<file path="config.mk">
export PLATFORM = sky130hd
export DESIGN_NAME = hpe_back
export DESIGN_NICKNAME = d
export VERILOG_FILES = /design/src/sv/hpe_pkg.sv /design/src/sv/hpe_back.sv
export SDC_FILE = /design/constraint.sdc
export NUM_CORES = 1
export LEC_CHECK = 0
export BUFFER_PORTS_ARGS = -buffer_cell sky130_fd_sc_hd__buf_4
export CELL_PAD_IN_SITES_DETAIL_PLACEMENT = 2
export CELL_PAD_IN_SITES_GLOBAL_PLACEMENT = 2
export CORE_MARGIN = 2
export CORE_UTILIZATION = 28
export CTS_CLUSTER_SIZE = 25
export DETAILED_ROUTE_END_ITERATION = 6
export PLACE_DENSITY_LB_ADDON = 0.1
export SLEW_MARGIN = 40
export SYNTH_ARGS = -nofsm -noshare
export SYNTH_HDL_FRONTEND = slang
export SYNTH_SLANG_ARGS = --single-unit
</file>
<file path="constraint.sdc">
create_clock -name clk_i -period 8.2 [get_ports clk_i]
set_input_delay 1.64 -clock clk_i [delete_from_list [all_inputs] [get_ports clk_i]]
set_output_delay 1.64 -clock clk_i [all_outputs]
set_load 0.05 [all_outputs]
</file>
<file path="src/sv/hpe_pkg.sv">
// Shared types, constants and elaboration-time helpers for the Hamming encoder.
// No dependencies; used by every module of the encoder.
`timescale 1ns / 1ps
`default_nettype none

package hpe_pkg;

  localparam int CW_W  = 63;   // codeword width, position p at bit p-1
  localparam int LEN_W = 6;    // code length width
  localparam int CFG_W = 6;    // data_bits register width
  localparam int PAR_N = 6;    // parity bits the widest code can use

  localparam logic [CFG_W-1:0] DATA_BITS_RESET = 6'd57;

  // Message bits already scattered to their codeword positions, plus length.
  typedef struct packed {
    logic [CW_W-1:0]  data_pos;
    logic [LEN_W-1:0] code_len;
  } hpe_entry_t;

  // 1-based codeword position of message bit j (j-th non power of two).
  function automatic int data_pos_f(input int j);
    int k;
    int res;
    k   = 0;
    res = 0;
    for (int p = 1; p <= CW_W; p++) begin
      if ((p & (p - 1)) != 0) begin
        if (k == j) begin
          res = p;
        end
        k++;
      end
    end
    return res;
  endfunction

  // Positions covered by parity bit i: index has bit i set.
  function automatic logic [CW_W-1:0] parity_mask_f(input int i);
    logic [CW_W-1:0] mask;
    mask = '0;
    for (int p = 1; p <= CW_W; p++) begin
      mask[p-1] = ((p >> i) & 1) != 0;
    end
    return mask;
  endfunction

  // Least r with 2^r >= m + r + 1, for m from 1 to 57.
  function automatic logic [2:0] parity_count_f(input logic [CFG_W-1:0] m);
    logic [2:0] r;
    if (m <= 6'd1) begin
      r = 3'd2;
    end else if (m <= 6'd4) begin
      r = 3'd3;
    end else if (m <= 6'd11) begin
      r = 3'd4;
    end else if (m <= 6'd26) begin
      r = 3'd5;
    end else begin
      r = 3'd6;
    end
    return r;
  endfunction

endpackage

`default_nettype wire

</file>
<file path="src/sv/hpe_back.sv">
// Back end of the Hamming encoder: parity XOR trees and the output register.
// Depends on hpe_pkg.
`timescale 1ns / 1ps
`default_nettype none

module hpe_back (
  input  wire logic                      clk_i,
  input  wire logic                      rst_ni,
  input  wire logic                      avail_i,
  input  hpe_pkg::hpe_entry_t            entry_i,
  output logic                           pop_o,
  output logic                           out_valid_o,
  input  wire logic                      out_stall_i,
  output logic [hpe_pkg::CW_W-1:0]       codeword_o,
  output logic [hpe_pkg::LEN_W-1:0]      code_length_o
);

  logic                         out_valid_q, out_valid_d;
  logic [hpe_pkg::CW_W-1:0]     codeword_q, codeword_d;
  logic [hpe_pkg::LEN_W-1:0]    code_length_q, code_length_d;
  logic                         load;

  // Advance when the output register is empty or being taken.
  assign load  = !out_valid_q || !out_stall_i;
  assign pop_o = avail_i && load;

  always_comb begin
    codeword_d = entry_i.data_pos;
    for (int i = 0; i < hpe_pkg::PAR_N; i++) begin
      codeword_d[(1 << i) - 1] = ^(entry_i.data_pos & hpe_pkg::parity_mask_f(i));
    end
    code_length_d = entry_i.code_len;
    out_valid_d   = load ? avail_i : out_valid_q;
  end

  always_ff @(posedge clk_i or negedge rst_ni) begin
    if (!rst_ni) begin
      out_valid_q <= 1'b0;
    end else begin
      out_valid_q <= out_valid_d;
    end
  end

  always_ff @(posedge clk_i) begin
    if (pop_o) begin
      codeword_q    <= codeword_d;
      code_length_q <= code_length_d;
    end
  end

  assign out_valid_o   = out_valid_q;
  assign codeword_o    = codeword_q;
  assign code_length_o = code_length_q;

endmodule

`default_nettype wire

</file>
After elaboration in Yosys (flattened, before gate mapping)
Index checks and enable logic that the tools add are counted.

word-level totals
  register bits = 70
  logic and storage cells = 13

cells by class
  reductions and logical operators = 10

operators by type and width
  kind                  number
  XOR reduction 63 bit  6
  zero test 1 bit       2
  logical AND 1 bit     1
  logical OR 1 bit      1

Depth between registers and ports, before layout
  depth in word-level cells = 3
  depth in mapped cells = 5
  depth with buffers taken out = 5

Worst setup path before layout
No wires, ideal clock.

  kind = input port to output port
  from = input avail_i
  to = output pop_o
  arrival time = 7.719 ns
  data required time = 6.560 ns
  path slack = -1.159 ns
  stages = 1
  path through = a21boi_0

between the ends
  cells in the longest elaborated chain, start to end = 1

RTL lines
  what               line            source
  start, declared    hpe_back.sv:9   input wire logic avail_i,
  logical AND 1 bit  hpe_back.sv:25  assign pop_o = avail_i && load;
  end, declared      hpe_back.sv:11  output logic pop_o,

No other way between the ends.

Worst setup path after layout
Ends and elaborated chain as after synthesis.

==> impl_metrics.ini <==
[outcome]
status = completed

[placed_design]
io_buffers = 143
hpwl_um = 6390
dp_slack_ns = 3.62
globalplace.congestion = 0.669

[setup_path]
worst_r2r_startpoint = out_valid_o$_DFFE_PN0N_
crit_fanout = 70
crit_type = in2out
path_buf_inv = 3
slowest_delay_ns = 0.47
path_common_cell = buf_4
critPathSlowestCell = buf_6
critical_path_depth = 4
cp_top_family = buffers and inverters
timing.rr.end = codeword_o[23]$_DFFE_PP_
crit_required_ns = 6.56
reg2regPathDepth = 2
reg2reg_slack_ns = 6.67
start_kind = input pin
cp.arrival_ns = 2.68
crit_path_end_kind = primary output
crit_chain = buf_4 -> a21boi_4 -> buf_6 -> buf_4

[cts]
postCtsSetupBuffers = 0
clk_latency_ns = 0.33
clock-sinks = 70
cts.clk_slew.worst_paths_ns = 0.06
holdBufCountCts = 0
root_buffer = clkbuf_16
clk_path_buf_depth = 2
ctsResizeCount = 0
htree_num_levels = 3
cts_tree = done
numCtsBuffers = 9

[min_path]
worst_hold_path.endpoint = out_valid_o$_DFFE_PN0N_
worstHoldStart = out_valid_o$_DFFE_PN0N_
hold_depth = 1
hold_path_class = reg2reg

[logic_synthesis]
yosysUniqueCellTypes = 8
muxShareOfSynthArea = 0
seq_area_frac_synth = 0.665
ys_seq_elements = 70
synth_xor_area_frac = 0.330
synthAdderAreaFrac = 0
syn_nets = 252
avgSynthCellArea_sq_um = 17.6
synth_warnings = 0
synthCells = 179
synth-compound-area-share = 0.00476
synthSimpleGateAreaFrac = 0
synth_top_family_by_area = XOR/XNOR gates
synthesis.area_sq_um = 3150

[timing]
worst_slack_ns = 3.88
rsz0062_at_grt = no
worstMarginPinSlew_ns = 0.652
setup_viol = 0
slew_violations = 0
fin_crit_sh = 0.527
clock.fmax_mhz = 231
hold_violations = 0
period_minus_slack_ns = 4.32
fin_worst_skew_ns = 0.00540
maxSlewHeadroom = 0.565
setup_tns_ns = 0

[floorplanning]
coreArea_sq_um = 10900
io_pins = 144
fp-row-count = 38
initial_core_util = 0.288
fp.dieH_um = 110
die_w_um = 110
die-area_sq_um = 12100

[cells_and_area]
antenna_cells = 0
final_common_cell = buf_4
drive_gt1_frac = 0.478
ff_latch_area_sq_um = 2100
fin_nets = 407
syn_to_final_growth_pct = 51.3
multiInputGateArea_sq_um = 1070
fin_util = 0.436
fillers = 1076
final_cell_mix = 143 x buf_4, 82 x xnor2_1, 69 x edfxtp_1, 17 x xor2_1, 9 x clkbuf_16

[detailed_routing]
post_drt_wl_per_cell_um = 17.0
drc = 0
vias = 1972
ant_nets = 0
firstDrtPassIters = 4
routed_wl_um = 8160
vias_per_cell = 4.12
drt-initial-drc-count = 20

[global_routing]
grt_max_degree = 71
antenna_found_initial = 0
grt_pass1_wl_um = 12200
grt_util_all_layers = 0.138
overflow = 0
grt_pass1_vias = 2256

[flow_run]
drv_cap = 0

[power_and_ir_drop]
ir_drop_v = 0.000112
power.density_nw_per_um2 = 282
p_leak_nw = 1.90
## worst register-to-register path, stage by stage (launching register included)
cell      delay [ns]
dfrtp_1         0.42
a21boi_4        0.17
buf_6           0.47
## synth_stat cells
cell type / count / area share
xnor2_1: 82 / 0.23
xnor2_2: 1 / 0.0052
dfrtp_1: 1 / 0.0079
a21o_1: 1 / 0.0024
a21boi_0: 1 / 0.0024
edfxtp_1: 69 / 0.66
xnor3_1: 7 / 0.050
xor2_1: 17 / 0.047
## layer usage
layer,vias to the layer above,track usage,wire (um)
li1,932,-,-
met1,952,0.162,3180
met2,82,0.246,4280
met3,6,0.0364,631
met4,0,0.0455,72
met5,-,0,0
## final cells by class
cell class | instances | area share
flip-flops and latches | 70 | 0.440
repair buffers | 144 | 0.227
multi-input cells | 109 | 0.224
clock buffers | 9 | 0.0472
well taps | 140 | 0.0367
clock inverters | 7 | 0.0254
## sequential cells by signal, indices dropped and copies added (netlist names)
name and cells:
code_length_o 6, codeword_o 63, out_valid_o 1
## kinds of logic (layout without fill, tap and decap cells)
family,Yosys count,count (layout)
xor gates and xnor gates,107,107
AOI/OAI and AO/OA,2,2
buffers and inverters,0,160
DFF,70,70
## through the flow
stage,hold slack (ns),std cells,cell area (sq um),total power [mW]
finish,0.600,479,4770,1.34
global route,0.627,479,4770,1.40
CTS,0.620,479,4770,1.37
detailed placement,0.605,463,4420,0.908
global placement,0.549,463,4420,0.899
floorplan,0.830,179,3150,0.778
## where the power goes
group	switching (mW)	internal, mW	total, mW
Combinational	0.245	0.191	0.436
Clock	0.153	0.299	0.452
Sequential	0.0103	0.447	0.457
## worst max path at each step
stage                      from     to  slack [ns]
floorplan               avail_i  pop_o        0.94
global route        out_stall_i  pop_o        3.74
finish                  avail_i  pop_o        3.88
CTS                     avail_i  pop_o        3.62
global placement        avail_i  pop_o        3.64
detailed placement      avail_i  pop_o        3.62
(Power assumes the default switching activity.)
