File: src/sv/hpe_pkg.sv
// Shared types, constants and elaboration-time helpers for the Hamming encoder.
// No dependencies; used by every module of the encoder.
`timescale 1ns / 1ps
`default_nettype none

package hpe_pkg;

  localparam int CW_W  = 63;   // codeword width, position p at bit p-1
  localparam int LEN_W = 6;    // code length width
  localparam int CFG_W = 6;    // data_bits register width
  localparam int PAR_N = 6;    // parity bits the widest code can use

  localparam logic [CFG_W-1:0] DATA_BITS_RESET = 6'd57;

  // Message bits already scattered to their codeword positions, plus length.
  typedef struct packed {
    logic [CW_W-1:0]  data_pos;
    logic [LEN_W-1:0] code_len;
  } hpe_entry_t;

  // 1-based codeword position of message bit j (j-th non power of two).
  function automatic int data_pos_f(input int j);
    int k;
    int res;
    k   = 0;
    res = 0;
    for (int p = 1; p <= CW_W; p++) begin
      if ((p & (p - 1)) != 0) begin
        if (k == j) begin
          res = p;
        end
        k++;
      end
    end
    return res;
  endfunction

  // Positions covered by parity bit i: index has bit i set.
  function automatic logic [CW_W-1:0] parity_mask_f(input int i);
    logic [CW_W-1:0] mask;
    mask = '0;
    for (int p = 1; p <= CW_W; p++) begin
      mask[p-1] = ((p >> i) & 1) != 0;
    end
    return mask;
  endfunction

  // Least r with 2^r >= m + r + 1, for m from 1 to 57.
  function automatic logic [2:0] parity_count_f(input logic [CFG_W-1:0] m);
    logic [2:0] r;
    if (m <= 6'd1) begin
      r = 3'd2;
    end else if (m <= 6'd4) begin
      r = 3'd3;
    end else if (m <= 6'd11) begin
      r = 3'd4;
    end else if (m <= 6'd26) begin
      r = 3'd5;
    end else begin
      r = 3'd6;
    end
    return r;
  endfunction

endpackage

`default_nettype wire

File: src/sv/hpe_queue.sv
// Two-entry queue between front and back of the Hamming encoder.
// Depends on hpe_pkg for the entry type.
`timescale 1ns / 1ps
`default_nettype none

module hpe_queue (
  input  wire logic         clk_i,
  input  wire logic         rst_ni,
  input  wire logic         push_i,
  input  hpe_pkg::hpe_entry_t push_entry_i,
  output logic              full_o,
  input  wire logic         pop_i,
  output logic              avail_o,
  output hpe_pkg::hpe_entry_t pop_entry_o
);

  localparam int Depth = 2;
  localparam int PtrW  = $clog2(Depth);

  hpe_pkg::hpe_entry_t   mem_q [Depth];
  logic [PtrW-1:0]       wr_ptr_q, wr_ptr_d;
  logic [PtrW-1:0]       rd_ptr_q, rd_ptr_d;
  logic [PtrW:0]         count_q, count_d;
  logic                  do_push;
  logic                  do_pop;

  assign full_o      = count_q == (PtrW + 1)'(Depth);
  assign avail_o     = count_q != '0;
  assign do_push     = push_i && !full_o;
  assign do_pop      = pop_i && avail_o;
  assign pop_entry_o = mem_q[rd_ptr_q];

  always_comb begin
    wr_ptr_d = do_push ? wr_ptr_q + 1'b1 : wr_ptr_q;
    rd_ptr_d = do_pop ? rd_ptr_q + 1'b1 : rd_ptr_q;
    count_d  = count_q + (PtrW + 1)'(do_push) - (PtrW + 1)'(do_pop);
  end

  always_ff @(posedge clk_i or negedge rst_ni) begin
    if (!rst_ni) begin
      wr_ptr_q <= '0;
      rd_ptr_q <= '0;
      count_q  <= '0;
    end else begin
      wr_ptr_q <= wr_ptr_d;
      rd_ptr_q <= rd_ptr_d;
      count_q  <= count_d;
    end
  end

  always_ff @(posedge clk_i) begin
    if (do_push) begin
      mem_q[wr_ptr_q] <= push_entry_i;
    end
  end

endmodule

`default_nettype wire

File: config.mk
export PLATFORM = sky130hd
export DESIGN_NAME = hpe_queue
export DESIGN_NICKNAME = d
export VERILOG_FILES = /design/src/sv/hpe_pkg.sv /design/src/sv/hpe_queue.sv
export SDC_FILE = /design/constraint.sdc
export NUM_CORES = 1
export LEC_CHECK = 0
export ABC_CLOCK_PERIOD_IN_PS = 3900
export BUFFER_PORTS_ARGS = -buffer_cell sky130_fd_sc_hd__buf_4
export CORE_ASPECT_RATIO = 1.4
export CORE_UTILIZATION = 47
export DETAILED_ROUTE_END_ITERATION = 10
export PLACE_DENSITY = 0.75
export SETUP_SLACK_MARGIN = 0.4
export SYNTH_ARGS = -nofsm -noshare
export SYNTH_HDL_FRONTEND = slang
export SYNTH_SLANG_ARGS = --single-unit
export TNS_END_PERCENT = 30
File: constraint.sdc
create_clock -name clk_i -period 3.9 [get_ports clk_i]
set_input_delay 0.78 -clock clk_i [delete_from_list [all_inputs] [get_ports clk_i]]
set_output_delay 0.78 -clock clk_i [all_outputs]
set_load 0.01 [all_outputs]
* Word level (Yosys, flattened, before mapping) *
Memory sizes are Yosys's and may differ from the RTL's.
Cells that the tools add are included.

storage, ports and cells
  bits in registers = 4
  bits in writable memories = 138
  input port bits = 73
  output and inout port bits = 71
  word-level logic and storage cells = 15
  memories kept = 1

memory list
  memory  words  bits a word  read ports  clocked after Yosys merged registers in  wr ports  RTL line         text
  mem_q   2      69           1           0                                        1         hpe_queue.sv:20  hpe_pkg::hpe_entry_t mem_q [Depth];

cells by class
  $add $sub $neg = 4
  equal/unequal tests = 1
  multiplexer cells = 2
  reductions and logical operators = 4

operators by type and width
  kind                                  count
  adder 1 bit, second input constant    2
  adder 2 x 1 -> 2 bit                  1
  == test 2 bit, second input constant  1
  logical AND 1 bit                     2
  two-way mux 1 bit                     2
  nonzero test 2 bit                    1
  subtractor 2 x 1 -> 2 bit             1
  logical NOT 1 bit                     1

* Depth between registers and ports, before layout *
  depth after elaboration = 5
  depth in mapped cells = 7
  mapped depth without buffers = 7

* Worst setup path after synthesis *
Ideal clock, no wire load.

  kind = in2reg
  from = in push_i
  to = mem mem_q[0][0] (netlist bit), enable pin
  library setup time = 0.496 ns
  arrival time = 3.757 ns
  required time = 3.404 ns
  path slack = -0.353 ns
  stages = 2
  buffers on the path = 0
  cells stage by stage = nand2_1 nor2_1

between the ends
  word-level cells in the longest chain between the ends = 3

RTL lines
  element                                  RTL line         text
  start: declaration                       hpe_queue.sv:9   input wire logic push_i,
  logical AND 1 bit                        hpe_queue.sv:29  assign do_push = push_i && !full_o;
  two-way mux 1 bit                        hpe_queue.sv:52  if (do_push) begin
  two-way mux 1 bit (not written as such)  hpe_queue.sv:53  mem_q[wr_ptr_q] <= push_entry_i;
  end: declaration                         hpe_queue.sv:20

No other way between the ends.

==> metrics.csv <==
stage,metric,value,unit
global_routing,track_usage,0.166,
synthesis,syn_area,0.00553,mm^2
setup_path,cp_slowest_cell,dfrtp_4,
clocking,hold_buffers,0,
final_layout,ff_latch_area,0.00425,mm^2
synthesis,ys_warn_count,0,
timing,report.final.slew_viol_count,0,
setup_path,cp_num_buf_inv,2,
timing,setup_viol,0,
min_path,hold_path_class,input port to async pin,
timing,rsz0062_at_grt,false,
drt,drc,0,
clocking,htreeDepth,4,
clocking,numCtsBuffers,17,
die,num_rows,46,
setup_path,rr_startpoint,count_q[1],
clocking,post_cts_resized,0,
die,die_w,93.7,um
clocking,clockRootBuffer,clkbuf_16,
setup_path,rrSetupSlack,2.09,ns
final_layout,final_nets,465,
global_routing,grt_pass1_wl,14300,um
synthesis,synth_nets,308,
place,place_congestion,0.708,
die,start_util,0.486,
setup_path,crit_path_max_fanout,37,
global_routing,overflow,0,
drt,wl_per_cell,18.0,um
synthesis,syn_avg_cell_area,23.8,um^2
final_layout,postLayoutCellArea,0.00734,mm^2
timing,setup_tns,0,ns
timing,period_minus_slack,2.92,ns
place,dp_cells,515,
setup_path,start_kind,flop,
setup_path,cp_data_required_time,3.12,ns
synthesis,synth.ff_latch_count,142,
synthesis,synthCells,233,
clocking,post_cts_buffers,0,
final_layout,drive_gt1_frac,0.616,
final_layout,syn_to_final_growth,32.6,%
setup_path,worstPathArrival,2.14,ns
clocking,clk_latency,0.40,ns
drt,wirelength,9800,um
power_and_ir_drop,ir_drop,0.696,mV
global_routing,antenna_found_initial,0,
run,max_cap_viol_count,0,
drt,drtAntennaViolNets,0,
drt,drt_iter0_drc,147,
power_and_ir_drop,leakagePower,2.97,nW
synthesis,ys_types,15,
status,status,completed,
die,io_pins,144,
die,die_h,130,um
synthesis,yosysSeqAreaShare,0.767,
final_layout,fillCellCount,822,
final_layout,multi_input_area,0.00114,mm^2
clocking,cts_tree,built,
place,placed_area,0.00669,mm^2
setup_path,r2r-end,mem_q[1][21],
setup_path,crit_family,flip-flops,
die,die-area,0.0122,mm^2
final_layout,fin_cells,545,
setup_path,critPathKind,flop to output port,
drt,via_count,2659,
clocking,cts.reportedPaths.clkPinSlew,0.06,ns
clocking,clock_path_buffers,2,
timing,finalCritPeriodShare,0.750,
setup_path,end_kind,output port,
setup_path,crit_chain,buf_12 -> mux2_4 -> buf_4,
global_routing,first_global_vias,2815,
timing,hold_violations,0,
place,hpwl,6550,um
global_routing,grt_start_max_net_pins,70,
setup_path,slowest_delay,0.84,ns
timing,relSlewSlack,0.347,
timing,clock-skew-final,0.00925,ns
setup_path,rr_worst_depth,2,
power_and_ir_drop,p_per_area,796,mW/mm^2
drt,dr.pass1.iters,4,
place,port_buffers,143,
clocking,cts_sinks,142,
timing,hold_ws,0.162,ns
timing,tightest_slew,0.980,ns
drt,viasPerCell,4.88,
die,core_region_area,0.0114,mm^2
final_layout,antennaDiodeCount,0,
timing,max_freq,342,MHz
## sequential cells by signal, indices dropped and copies added, names as in the netlist
register	count
mem_q	138
wr_ptr_q	1
rd_ptr_q	1
count_q	2
## worst register-to-register path, delay by kind of cell, from the launching register on
family | cells | cell delay (ns)
flops | 1 | 0.40
simple gates | 2 | 0.94
## final cells by class
class                           count  area share
Multi-Input combinational cell     81       0.156
Tap cell                          144      0.0246
Inverter                            2     0.00102
Clock buffer                       18      0.0585
Clock inverter                     12      0.0298
Sequential cell                   142       0.579
Timing Repair Buffer              146       0.151
## cells by family (layout without fill, tap and decap cells)
kind of cell | Yosys count | count (layout) | synth area share
muxes | 69 | 69 | 0.187
adders and majority gates | 2 | 2 | 0.00452
and+or+nand+nor | 6 | 6 | 0.00633
DFF | 142 | 142 | 0.767
buffers and inverters | 10 | 178 | 0.0287
xor gates and xnor gates | 4 | 4 | 0.00633
## synth_stat cells
| cell type | n | area [um^2] |
|---|---|---|
| nand2b_1 | 1 | 6.26 |
| or2_1 | 1 | 6.26 |
| dfrtp_1 | 4 | 100 |
| xor2_1 | 1 | 8.76 |
| buf_6 | 1 | 11.3 |
| inv_1 | 2 | 7.51 |
| and2_4 | 1 | 8.76 |
| edfxtp_1 | 138 | 4140 |
| buf_12 | 7 | 140 |
| nor2_1 | 1 | 3.75 |
| and3_1 | 1 | 6.26 |
| ha_1 | 2 | 25.0 |
| xnor2_1 | 3 | 26.3 |
| mux2_4 | 69 | 1040 |
| nand2_1 | 1 | 3.75 |
## metrics by stage
step                setup WS [ns]  utilization  total power, W
global route                0.901        0.644         0.00609
finish                      0.976        0.644         0.00584
floorplan                   0.802            -         0.00352
CTS                         0.957        0.644         0.00591
detailed placement           1.40        0.587         0.00415
global placement             1.40        0.587         0.00410
## report_power, final
group	total (W)	switching [W]	internal, W	leakage, nW
Sequential	0.00229	0.000192	0.00210	1.33
Combinational	0.00180	0.000758	0.00104	1.33
Clock	0.00175	0.000566	0.00119	0.313
## cell usage in the layout (no fill, tap or decap), drive strengths merged
cell        n
nand2b      1
mux2       69
ha          2
clkinvlp    1
edfxtp    138
dfrtp       4
xor2        1
or2         1
xnor2       3
and2        1
inv         2
and3        1
clkinv      5
nor2        1
nand2       1
clkbuf     18
bufinv      6
buf       146
## worst max path at each step
| stage | to | start | slack (ns) | cells past startpoint |
|---|---|---|---|---|
| final | pop_entry_o[23] | rd_ptr_q | 0.98 | 3 |
| after global routing | pop_entry_o[6] | rd_ptr_q | 0.90 | 3 |
| after CTS | pop_entry_o[23] | rd_ptr_q | 0.96 | 3 |
| after detailed placement | pop_entry_o[23] | rd_ptr_q | 1.40 | 3 |
| after global placement | pop_entry_o[23] | rd_ptr_q | 1.40 | 3 |
| after floorplan | mem_q[0][0] | push_i | 0.80 | 2 |
## per-layer routing
metal	global-route usage	part of all wire	wire, um
met1	0.172	0.36	3500
met2	0.292	0.57	5550
met3	0.0544	0.049	484
met4	0.0986	0.028	273
met5	0	0	0
No activity file was read; power rests on OpenSTA's default activity.
